**config.mk**
```make
export PLATFORM = sky130hd
export DESIGN_NAME = joystick_calibrate_servo_map_core
export DESIGN_NICKNAME = d
export VERILOG_FILES = /design/src/design/jcsm_pkg.sv /design/src/design/joystick_calibrate_servo_map_core.sv
export SDC_FILE = /design/constraint.sdc
export NUM_CORES = 1
export LEC_CHECK = 0
export BUFFER_PORTS_ARGS = -buffer_cell sky130_fd_sc_hd__buf_2
export CAP_MARGIN = 25
export CORE_ASPECT_RATIO = 1.75
export CORE_MARGIN = 2
export CORE_UTILIZATION = 58
export CTS_BUF_LIST = sky130_fd_sc_hd__clkbuf_4 sky130_fd_sc_hd__clkbuf_8
export CTS_CLUSTER_SIZE = 25
export DETAILED_ROUTE_END_ITERATION = 8
export MAX_ROUTING_LAYER = met4
export PLACE_DENSITY = 0.81
export RECOVER_POWER = 25
export SETUP_SLACK_MARGIN = 0.02
export SYNTH_ARGS = -nofsm -noshare
export SYNTH_HDL_FRONTEND = slang
export SYNTH_SLANG_ARGS = --single-unit
```
**constraint.sdc**
```tcl
create_clock -name clk -period 16.7 [get_ports clk]
set_clock_uncertainty 0.1 [all_clocks]
set_input_delay 5.01 -clock clk [delete_from_list [all_inputs] [get_ports clk]]
set_output_delay 5.01 -clock clk [all_outputs]
set_load 0.02 [all_outputs]
```
**src/design/jcsm_pkg.sv**
```systemverilog
// jcsm_pkg: shared widths, codes and beat types of the joystick calibration core
// no dependencies; used by joystick_calibrate_servo_map_core
package jcsm_pkg;

	localparam int SAMPLE_W = 10;
	localparam int SPAN_W   = 12;
	localparam int PHASE_W  = 3;
	localparam int OP_W     = 2;
	localparam int PROD_W   = SPAN_W + SAMPLE_W;
	localparam int CNT_W    = $clog2(PROD_W);

	localparam logic [SPAN_W-1:0] SPAN_RESET = SPAN_W'(480);

	localparam logic [OP_W-1:0] OP_SAMPLE  = 2'd0;
	localparam logic [OP_W-1:0] OP_ADVANCE = 2'd1;
	localparam logic [OP_W-1:0] OP_RESTART = 2'd2;

	localparam logic [PHASE_W-1:0] PH_MAX_X   = 3'd0;
	localparam logic [PHASE_W-1:0] PH_MIN_X   = 3'd1;
	localparam logic [PHASE_W-1:0] PH_MAX_Y   = 3'd2;
	localparam logic [PHASE_W-1:0] PH_MIN_Y   = 3'd3;
	localparam logic [PHASE_W-1:0] PH_SERVO_X = 3'd4;
	localparam logic [PHASE_W-1:0] PH_SERVO_Y = 3'd5;
	localparam logic [PHASE_W-1:0] PH_DONE    = 3'd6;

	typedef struct packed {
		logic [OP_W-1:0]     op;
		logic [SAMPLE_W-1:0] x_sample;
		logic [SAMPLE_W-1:0] y_sample;
	} in_beat_t;

	typedef struct packed {
		logic [PHASE_W-1:0]  phase;
		logic                all_done;
		logic [SPAN_W-1:0]   x_pulse;
		logic [SPAN_W-1:0]   y_pulse;
		logic [SAMPLE_W-1:0] x_low;
		logic [SAMPLE_W-1:0] x_high;
		logic [SAMPLE_W-1:0] y_low;
		logic [SAMPLE_W-1:0] y_high;
	} out_beat_t;

endpackage

```
**src/design/joystick_calibrate_servo_map_core.sv**
```systemverilog
// joystick_calibrate_servo_map_core: calibration sequencer with bit-serial servo scaling
// depends on jcsm_pkg (widths, op and phase codes, beat structs)
//
// Every input beat gives exactly one output beat showing the state after that beat.
// Advance, restart, measure samples, ignored samples and servo samples with an empty
// range go from accept straight to report. A servo sample is accepted and clamped, then
// passes a shift-and-add multiplier (one bit of the clamped offset per cycle) and a
// restoring divider (one quotient bit per cycle), then loads the output register. The
// output register lets the next beat be accepted while a result waits. The user must
// write pulse_span through cfg_we/cfg_data while the core is idle; it is not enforced.

module joystick_calibrate_servo_map_core (
	input  logic                                clk,
	input  logic                                arst_n,
	input  logic                                in_valid,
	output logic                                in_stall,
	input  jcsm_pkg::in_beat_t                  in_data,
	output logic                                out_valid,
	input  logic                                out_stall,
	output jcsm_pkg::out_beat_t                 out_data,
	input  logic                                cfg_we,
	input  logic [jcsm_pkg::SPAN_W-1:0]         cfg_data
);

	localparam logic [1:0] ST_IDLE   = 2'd0;
	localparam logic [1:0] ST_MUL    = 2'd1;
	localparam logic [1:0] ST_DIV    = 2'd2;
	localparam logic [1:0] ST_REPORT = 2'd3;

	logic [1:0]                        state_q;
	logic [jcsm_pkg::CNT_W-1:0]        cnt_q;
	logic                              sel_y_q;
	logic [jcsm_pkg::SPAN_W-1:0]       span_q;
	logic [jcsm_pkg::PHASE_W-1:0]      phase_q;
	logic [jcsm_pkg::SAMPLE_W-1:0]     x_min_q, x_max_q, y_min_q, y_max_q;
	logic [jcsm_pkg::SPAN_W-1:0]       x_pulse_q, y_pulse_q;
	logic [jcsm_pkg::SAMPLE_W-1:0]     diff_q;
	logic [jcsm_pkg::SAMPLE_W-1:0]     den_q;
	logic [jcsm_pkg::SAMPLE_W-1:0]     rem_q;
	logic [jcsm_pkg::PROD_W-1:0]       acc_q;
	logic [jcsm_pkg::SPAN_W-1:0]       quo_q;
	logic                              out_valid_q;
	jcsm_pkg::out_beat_t               out_q;

	logic                              in_accept;
	logic                              out_free;
	logic                              servo_y;
	logic                              start_mul;
	logic [jcsm_pkg::SAMPLE_W-1:0]     v, lo, hi, vc;
	logic [jcsm_pkg::SAMPLE_W:0]       rem_sh;
	logic [jcsm_pkg::SAMPLE_W+1:0]     trial;
	logic                              q_bit;
	logic [jcsm_pkg::SAMPLE_W-1:0]     rem_next;
	logic [jcsm_pkg::SPAN_W-1:0]       quo_next;

	assign in_stall  = (state_q != ST_IDLE);
	assign in_accept = in_valid && !in_stall;
	assign out_free  = !out_valid_q || !out_stall;
	assign out_valid = out_valid_q;
	assign out_data  = out_q;

	// clamp the sample into the learned range of the servo axis
	always_comb begin
		servo_y = (phase_q == jcsm_pkg::PH_SERVO_Y);
		v  = servo_y ? in_data.y_sample : in_data.x_sample;
		lo = servo_y ? y_min_q : x_min_q;
		hi = servo_y ? y_max_q : x_max_q;
		if (v < lo) begin
			vc = lo;
		end else if (v > hi) begin
			vc = hi;
		end else begin
			vc = v;
		end
	end

	// servo sample with a non-empty range goes through the multiplier
	assign start_mul = (in_data.op == jcsm_pkg::OP_SAMPLE)
		&& (phase_q == jcsm_pkg::PH_SERVO_X || phase_q == jcsm_pkg::PH_SERVO_Y)
		&& (hi > lo);

	// one restoring divide step
	always_comb begin
		rem_sh   = {rem_q, acc_q[jcsm_pkg::PROD_W-1]};
		trial    = {1'b0, rem_sh} - {2'b00, den_q};
		q_bit    = !trial[jcsm_pkg::SAMPLE_W+1];
		rem_next = q_bit ? trial[jcsm_pkg::SAMPLE_W-1:0] : rem_sh[jcsm_pkg::SAMPLE_W-1:0];
		quo_next = {quo_q[jcsm_pkg::SPAN_W-2:0], q_bit};
	end

	always_ff @(posedge clk or negedge arst_n) begin
		if (!arst_n) begin
			state_q     <= ST_IDLE;
			cnt_q       <= '0;
			sel_y_q     <= 1'b0;
			span_q      <= jcsm_pkg::SPAN_RESET;
			phase_q     <= jcsm_pkg::PH_MAX_X;
			x_min_q     <= '1;
			x_max_q     <= '0;
			y_min_q     <= '1;
			y_max_q     <= '0;
			x_pulse_q   <= '0;
			y_pulse_q   <= '0;
			out_valid_q <= 1'b0;
		end else begin
			if (cfg_we) begin
				span_q <= cfg_data;
			end
			if (state_q == ST_REPORT && out_free) begin
				out_valid_q <= 1'b1;
			end else if (out_valid_q && !out_stall) begin
				out_valid_q <= 1'b0;
			end
			unique case (state_q)
				ST_IDLE: begin
					if (in_accept) begin
						state_q <= start_mul ? ST_MUL : ST_REPORT;
						unique case (in_data.op)
							jcsm_pkg::OP_ADVANCE: begin
								if (phase_q != jcsm_pkg::PH_DONE) begin
									phase_q <= phase_q + 3'd1;
								end
							end
							jcsm_pkg::OP_RESTART: begin
								phase_q <= jcsm_pkg::PH_MAX_X;
								x_min_q <= '1;
								x_max_q <= '0;
								y_min_q <= '1;
								y_max_q <= '0;
							end
							jcsm_pkg::OP_SAMPLE: begin
								unique case (phase_q)
									jcsm_pkg::PH_MAX_X: begin
										if (in_data.x_sample > x_max_q) begin
											x_max_q <= in_data.x_sample;
										end
									end
									jcsm_pkg::PH_MIN_X: begin
										if (in_data.x_sample < x_min_q) begin
											x_min_q <= in_data.x_sample;
										end
									end
									jcsm_pkg::PH_MAX_Y: begin
										if (in_data.y_sample > y_max_q) begin
											y_max_q <= in_data.y_sample;
										end
									end
									jcsm_pkg::PH_MIN_Y: begin
										if (in_data.y_sample < y_min_q) begin
											y_min_q <= in_data.y_sample;
										end
									end
									jcsm_pkg::PH_SERVO_X, jcsm_pkg::PH_SERVO_Y: begin
										sel_y_q <= servo_y;
										if (hi <= lo) begin
											if (servo_y) begin
												y_pulse_q <= '0;
											end else begin
												x_pulse_q <= '0;
											end
										end else begin
											cnt_q   <= '0;
											diff_q  <= vc - lo;
											den_q   <= hi - lo;
											acc_q   <= '0;
										end
									end
									default: begin
									end
								endcase
							end
							default: begin
							end
						endcase
					end
				end
				ST_MUL: begin
					// product built msb first, one offset bit per cycle
					acc_q  <= {acc_q[jcsm_pkg::PROD_W-2:0], 1'b0}
						+ (diff_q[jcsm_pkg::SAMPLE_W-1] ? jcsm_pkg::PROD_W'(span_q) : '0);
					diff_q <= {diff_q[jcsm_pkg::SAMPLE_W-2:0], 1'b0};
					if (cnt_q == jcsm_pkg::CNT_W'(jcsm_pkg::SAMPLE_W - 1)) begin
						state_q <= ST_DIV;
						cnt_q   <= '0;
						rem_q   <= '0;
						quo_q   <= '0;
					end else begin
						cnt_q <= cnt_q + 1'b1;
					end
				end
				ST_DIV: begin
					rem_q <= rem_next;
					quo_q <= quo_next;
					acc_q <= {acc_q[jcsm_pkg::PROD_W-2:0], 1'b0};
					if (cnt_q == jcsm_pkg::CNT_W'(jcsm_pkg::PROD_W - 1)) begin
						state_q <= ST_REPORT;
						if (sel_y_q) begin
							y_pulse_q <= quo_next;
						end else begin
							x_pulse_q <= quo_next;
						end
					end else begin
						cnt_q <= cnt_q + 1'b1;
					end
				end
				ST_REPORT: begin
					if (out_free) begin
						state_q <= ST_IDLE;
					end
				end
				default: begin
					state_q <= ST_IDLE;
				end
			endcase
		end
	end

	// output beat register
	always_ff @(posedge clk) begin
		if (state_q == ST_REPORT && out_free) begin
			out_q.phase    <= phase_q;
			out_q.all_done <= (phase_q == jcsm_pkg::PH_DONE);
			out_q.x_pulse  <= x_pulse_q;
			out_q.y_pulse  <= y_pulse_q;
			out_q.x_low    <= x_min_q;
			out_q.x_high   <= x_max_q;
			out_q.y_low    <= y_min_q;
			out_q.y_high   <= y_max_q;
		end
	end

	a_phase_range: assert property (@(posedge clk) disable iff (!arst_n)
		phase_q <= jcsm_pkg::PH_DONE)
		else $error("phase past done");

	a_accept_busy: assert property (@(posedge clk) disable iff (!arst_n)
		in_accept |=> (state_q != ST_IDLE))
		else $error("accepted beat did not start work");

	a_out_from_report: assert property (@(posedge clk) disable iff (!arst_n)
		$rose(out_valid_q) |-> ($past(state_q) == ST_REPORT))
		else $error("output beat not from report");

	a_rem_below_den: assert property (@(posedge clk) disable iff (!arst_n)
		(state_q == ST_DIV) |-> (rem_q < den_q))
		else $error("divider remainder out of range");

	a_done_flag: assert property (@(posedge clk) disable iff (!arst_n)
		out_valid_q |-> (out_q.all_done == (out_q.phase == jcsm_pkg::PH_DONE)))
		else $error("all_done mismatch");

endmodule

```
==> summary.txt <==
LOGIC SYNTHESIS
-----------------------------------------------------------------------------------------------------
Cells taking the most area after synthesis                                               sky130_fd_sc_hd__edfxtp_1 (32%), sky130_fd_sc_hd__dfrtp_1 (13%), sky130_fd_sc_hd__ha_1 (11%), sky130_fd_sc_hd__mux2i_1 (5.5%), sky130_fd_sc_hd__dfstp_2 (5.1%)
Synthesized Nets                                                                                1,243
Top cell type by total area after synthesis                                              sky130_fd_sc_hd__edfxtp_1
Proportion of synthesized chip area in sequential cells                                         0.497
Synth Area in Simple Gates                                                                      0.104
Count of distinct cell types in the synthesized netlist                                            73
Area share of xor/xnor cells in the synthesized design                                         0.0170
Complex-gate fraction of the synthesized area                                                   0.125
#FFs+latches synth                                                                                219
Portion of netlist area occupied by mux cells                                                   0.102
Proportion of synthesized flip-flops having asynchronous set or reset                           0.402
Synthesis Warnings                                                                                  0
Post-synthesis share of cell area spent on full adders, half adders and majority gates          0.115
Count of flip-flops with a built-in enable after synthesis                                        131
Post-synthesis instance area                                                               12,400 µm²
Area share of the largest cell type after synthesis                                             0.317
Top FF cell, synth                                                                       sky130_fd_sc_hd__edfxtp_1
Combinational family with the most area after synthesis                                  compound AO/OA/AOI/OAI gates
Count of mapped cells out of synthesis                                                          1,092
Average size of a mapped cell                                                                11.4 µm²

GRT
-----------------------------------------------------------------------------------------------------
Remaining global-route overflow                                                                     0
First-pass GRT wire length                                                                    46.2 mm
Antenna violations before repair                                                                    0
Number of global-route vias before repair                                                       9,243
Global routing usage summed across all routing layers                                           0.270
Pin count of the biggest net entering global routing                                               63

WORST SETUP PATH
-----------------------------------------------------------------------------------------------------
Largest fanout on the critical path                                                                17
Data required time of the worst path                                                         16.94 ns
Worst Path Class, Setup                                                                  primary input to register
Data arrival, critical path                                                                   9.47 ns
CP Launch Type                                                                           primary input
Type of element capturing the critical path                                                  register

CLOCK TREE
-----------------------------------------------------------------------------------------------------
TritonCTS clock tree                                                                            built
Post-cts gate resize count                                                                          0
CTS clock-pin slew for the worst setup and hold paths                                         0.06 ns
Number of H-tree levels                                                                             1
Cts bufs inserted                                                                                  31
Skew-Pair Late Insertion Delay                                                                0.60 ns
Hold bufs inserted after CTS                                                                        0
Library cell used as clock root buffer                                                   sky130_fd_sc_hd__clkbuf_8
Post-CTS setup repair buffer count                                                                  0
Maximum clock insertion buffer count                                                                3
Sink count of the clock tree                                                                      219

DETAILED ROUTING
-----------------------------------------------------------------------------------------------------
Starting DRT DRC Count                                                                            490
Remaining DRCs                                                                                      0
Count of antenna-violating nets left after detailed routing                                         0
Highest Signal Layer                                                                             met4
Met3 routed WL                                                                                1.07 mm
Via count of the routed design                                                                  8,846
WL/cell                                                                                       19.5 µm
Length of routed wiring on met1                                                               10.3 mm
First-pass DRT Iterations                                                                           5
Avg Vias per Cell                                                                                5.94
Wire length after detailed routing                                                            29.1 mm
Routed length on met2                                                                         16.0 mm

FINISH
-----------------------------------------------------------------------------------------------------
Proportion of layout cells with a drive suffix above 1                                          0.193
Post-layout net count                                                                           1,364
Commonest cells after routing, fill and taps aside                                       sky130_fd_sc_hd__edfxtp_1 (131), sky130_fd_sc_hd__ha_1 (108), sky130_fd_sc_hd__buf_2 (107)
P&R area growth vs syn                                                                          12.8%
Most common cell after layout, fill and taps aside                                       sky130_fd_sc_hd__edfxtp_1
Diodes inserted                                                                                     0
Count of filler cells inserted in the layout                                                    1,591

TIMING
-----------------------------------------------------------------------------------------------------
Final cycle utilization of the critical path                                                    0.553
Hold Violations, Final                                                                              0
RSZ-0062 raised after global routing                                                            false
Fin Setup TNS                                                                                    0 ns
Final number of max-transition violations                                                          70
Worst slew margin                                                                              -0.233
Final setup violation count                                                                         0
Crit path time final                                                                          9.24 ns
Maximum clock rate                                                                          0.108 GHz
Slew at the pin with the worst max-slew slack                                                 1.85 ns

OUTCOME
-----------------------------------------------------------------------------------------------------
Run status                                                                               finished, violations left
Failing checks                                                                           capacitance limit, slew limit

DIE
-----------------------------------------------------------------------------------------------------
Vertical die dimension                                                                         197 µm
Cell Rows                                                                                          70
Horiz. Die Dim                                                                                 115 µm
Die area                                                                                   22,600 µm²
Starting density of the core                                                                    0.592
Count of boundary I/O pins                                                                        109
Placeable core region                                                                      20,900 µm²

PLACE
-----------------------------------------------------------------------------------------------------
Total half-perimeter wirelength after legalization and detailed placement                     21.5 mm
Final RePlAce weighted congestion                                                               0.957
PortBufs                                                                                          108

POWER
-----------------------------------------------------------------------------------------------------
Power consumption                                                                             2.79 mW
Leakage component of the power                                                                6.24 nW
VDD IR max                                                                                     115 µV
P per Cell Area                                                                            200 nW/µm²

HOLD PATH
-----------------------------------------------------------------------------------------------------
Type of the worst min-delay path                                                         register to register

FLOW RUN
-----------------------------------------------------------------------------------------------------
Max Cap Violations                                                                                  2

final timing paths:
kind,start,endpoint,slack [ns],cells past startpoint
hold reg to reg,x_pulse_q[8],out_data[60],0.35,0
setup reg to reg,phase_q[1],diff_q[8],9.67,22
setup / recovery,in_data[15],diff_q[8],7.46,20
min in group asynchronous,arst_n,x_pulse_q[3],4.81,1
max in group asynchronous,arst_n,span_q[4],10.02,2
hold / removal,x_pulse_q[8],out_data[60],0.35,0
power by group:
group          switching, mW  internal (mW)
sequential             0.107          0.828
clock                  0.209          0.308
combinational          0.810          0.530
layer usage:
layer / GRT usage / up-vias
met5: - / -
met4: 0.157 / 0
met3: 0.0292 / 103
met2: 0.492 / 237
met1: 0.274 / 4292
li1: - / 4214
critical path, stage by stage:
cell and delay [ns]:
sky130_fd_sc_hd__buf_2 0.14, sky130_fd_sc_hd__mux2_2 0.31, sky130_fd_sc_hd__ha_1 0.33, sky130_fd_sc_hd__nand4_1 0.16, sky130_fd_sc_hd__a211oi_1 0.32, sky130_fd_sc_hd__a2111oi_2 0.11, sky130_fd_sc_hd__nor2_1 0.78, sky130_fd_sc_hd__mux2_2 0.30
sky130_fd_sc_hd__nand2_1 0.05, sky130_fd_sc_hd__o21ai_0 0.08, sky130_fd_sc_hd__ha_1 0.21, sky130_fd_sc_hd__inv_1 0.06, sky130_fd_sc_hd__fa_1 0.41, sky130_fd_sc_hd__a21o_1 0.18, sky130_fd_sc_hd__a21oi_1 0.21, sky130_fd_sc_hd__o21bai_1 0.10
sky130_fd_sc_hd__a21oi_1 0.22, sky130_fd_sc_hd__o21a_1 0.16, sky130_fd_sc_hd__nor4b_1 0.05, sky130_fd_sc_hd__a311o_1 0.27
cells by family after synthesis:
logic type,after synthesis
DFF,219
adders and majority gates,112
buffers and inverters,126
AOI/OAI and AO/OA,236
and+or+nand+nor,258
muxes,117
xor gates and xnor gates,24
final cells by class:
cell class	instances	area (µm²)	area share
Clock buffer	42	553	0.0395
Clock inverter	16	228	0.0163
Inverter	94	353	0.0252
Multi-Input combinational cell	747	5750	0.411
Sequential cell	219	6170	0.441
Tap cell	252	315	0.0225
Timing Repair Buffer	120	626	0.0447
state kept, by name, indices dropped and copies added (netlist names), 10 cells and up:
| name | cells |
|---|---|
| out_data | 68 |
| y_max_q | 10 |
| y_pulse_q | 12 |
| y_min_q | 10 |
| x_min_q | 10 |
| x_max_q | 10 |
| acc_q | 22 |
| rem_q | 10 |
| span_q | 12 |
| den_q | 10 |
| quo_q | 11 |
| diff_q | 10 |
| x_pulse_q | 12 |
metrics by stage:
stage	instance area, µm²	hold WS [ns]	setup WS [ns]	instances	utilization
after global placement	13200	0.326	6.99	1431	0.632
after detailed placement	13200	0.334	6.92	1432	0.632
after floorplan	12400	0.318	6.07	1092	-
final	14000	0.349	7.46	1490	0.668
after CTS	14000	0.348	7.56	1490	0.669
after global routing	14000	0.356	7.13	1490	0.668
Yosys cell counts, types with 5 or more instances:
cell type                  number
sky130_fd_sc_hd__nand2_1       92
sky130_fd_sc_hd__ha_1         108
sky130_fd_sc_hd__mux2_4         9
sky130_fd_sc_hd__a211oi_1       6
sky130_fd_sc_hd__edfxtp_1     131
sky130_fd_sc_hd__o31ai_1       10
sky130_fd_sc_hd__inv_1         94
sky130_fd_sc_hd__nor2b_1        8
sky130_fd_sc_hd__a21oi_1       48
sky130_fd_sc_hd__mux2_1         5
sky130_fd_sc_hd__dfrtp_1       64
sky130_fd_sc_hd__or3_1          6
sky130_fd_sc_hd__xnor2_1       15
sky130_fd_sc_hd__nand3b_1       5
sky130_fd_sc_hd__mux2i_1       68
sky130_fd_sc_hd__nand4_1       12
sky130_fd_sc_hd__nand2b_1       7
sky130_fd_sc_hd__clkbuf_1      18
sky130_fd_sc_hd__mux2_2        35
sky130_fd_sc_hd__o211ai_1      13
sky130_fd_sc_hd__buf_2          8
sky130_fd_sc_hd__dfstp_2       24
sky130_fd_sc_hd__and2_1        26
sky130_fd_sc_hd__nor2_1        35
sky130_fd_sc_hd__nor3b_1        6
sky130_fd_sc_hd__a21o_1        31
sky130_fd_sc_hd__o21ai_0       68
sky130_fd_sc_hd__xor2_1         9
sky130_fd_sc_hd__nand3_1       11
sky130_fd_sc_hd__a31oi_1        8
sky130_fd_sc_hd__o21a_1         9
sky130_fd_sc_hd__nor3_1        31
No activity file was read; power rests on OpenSTA's default activity.
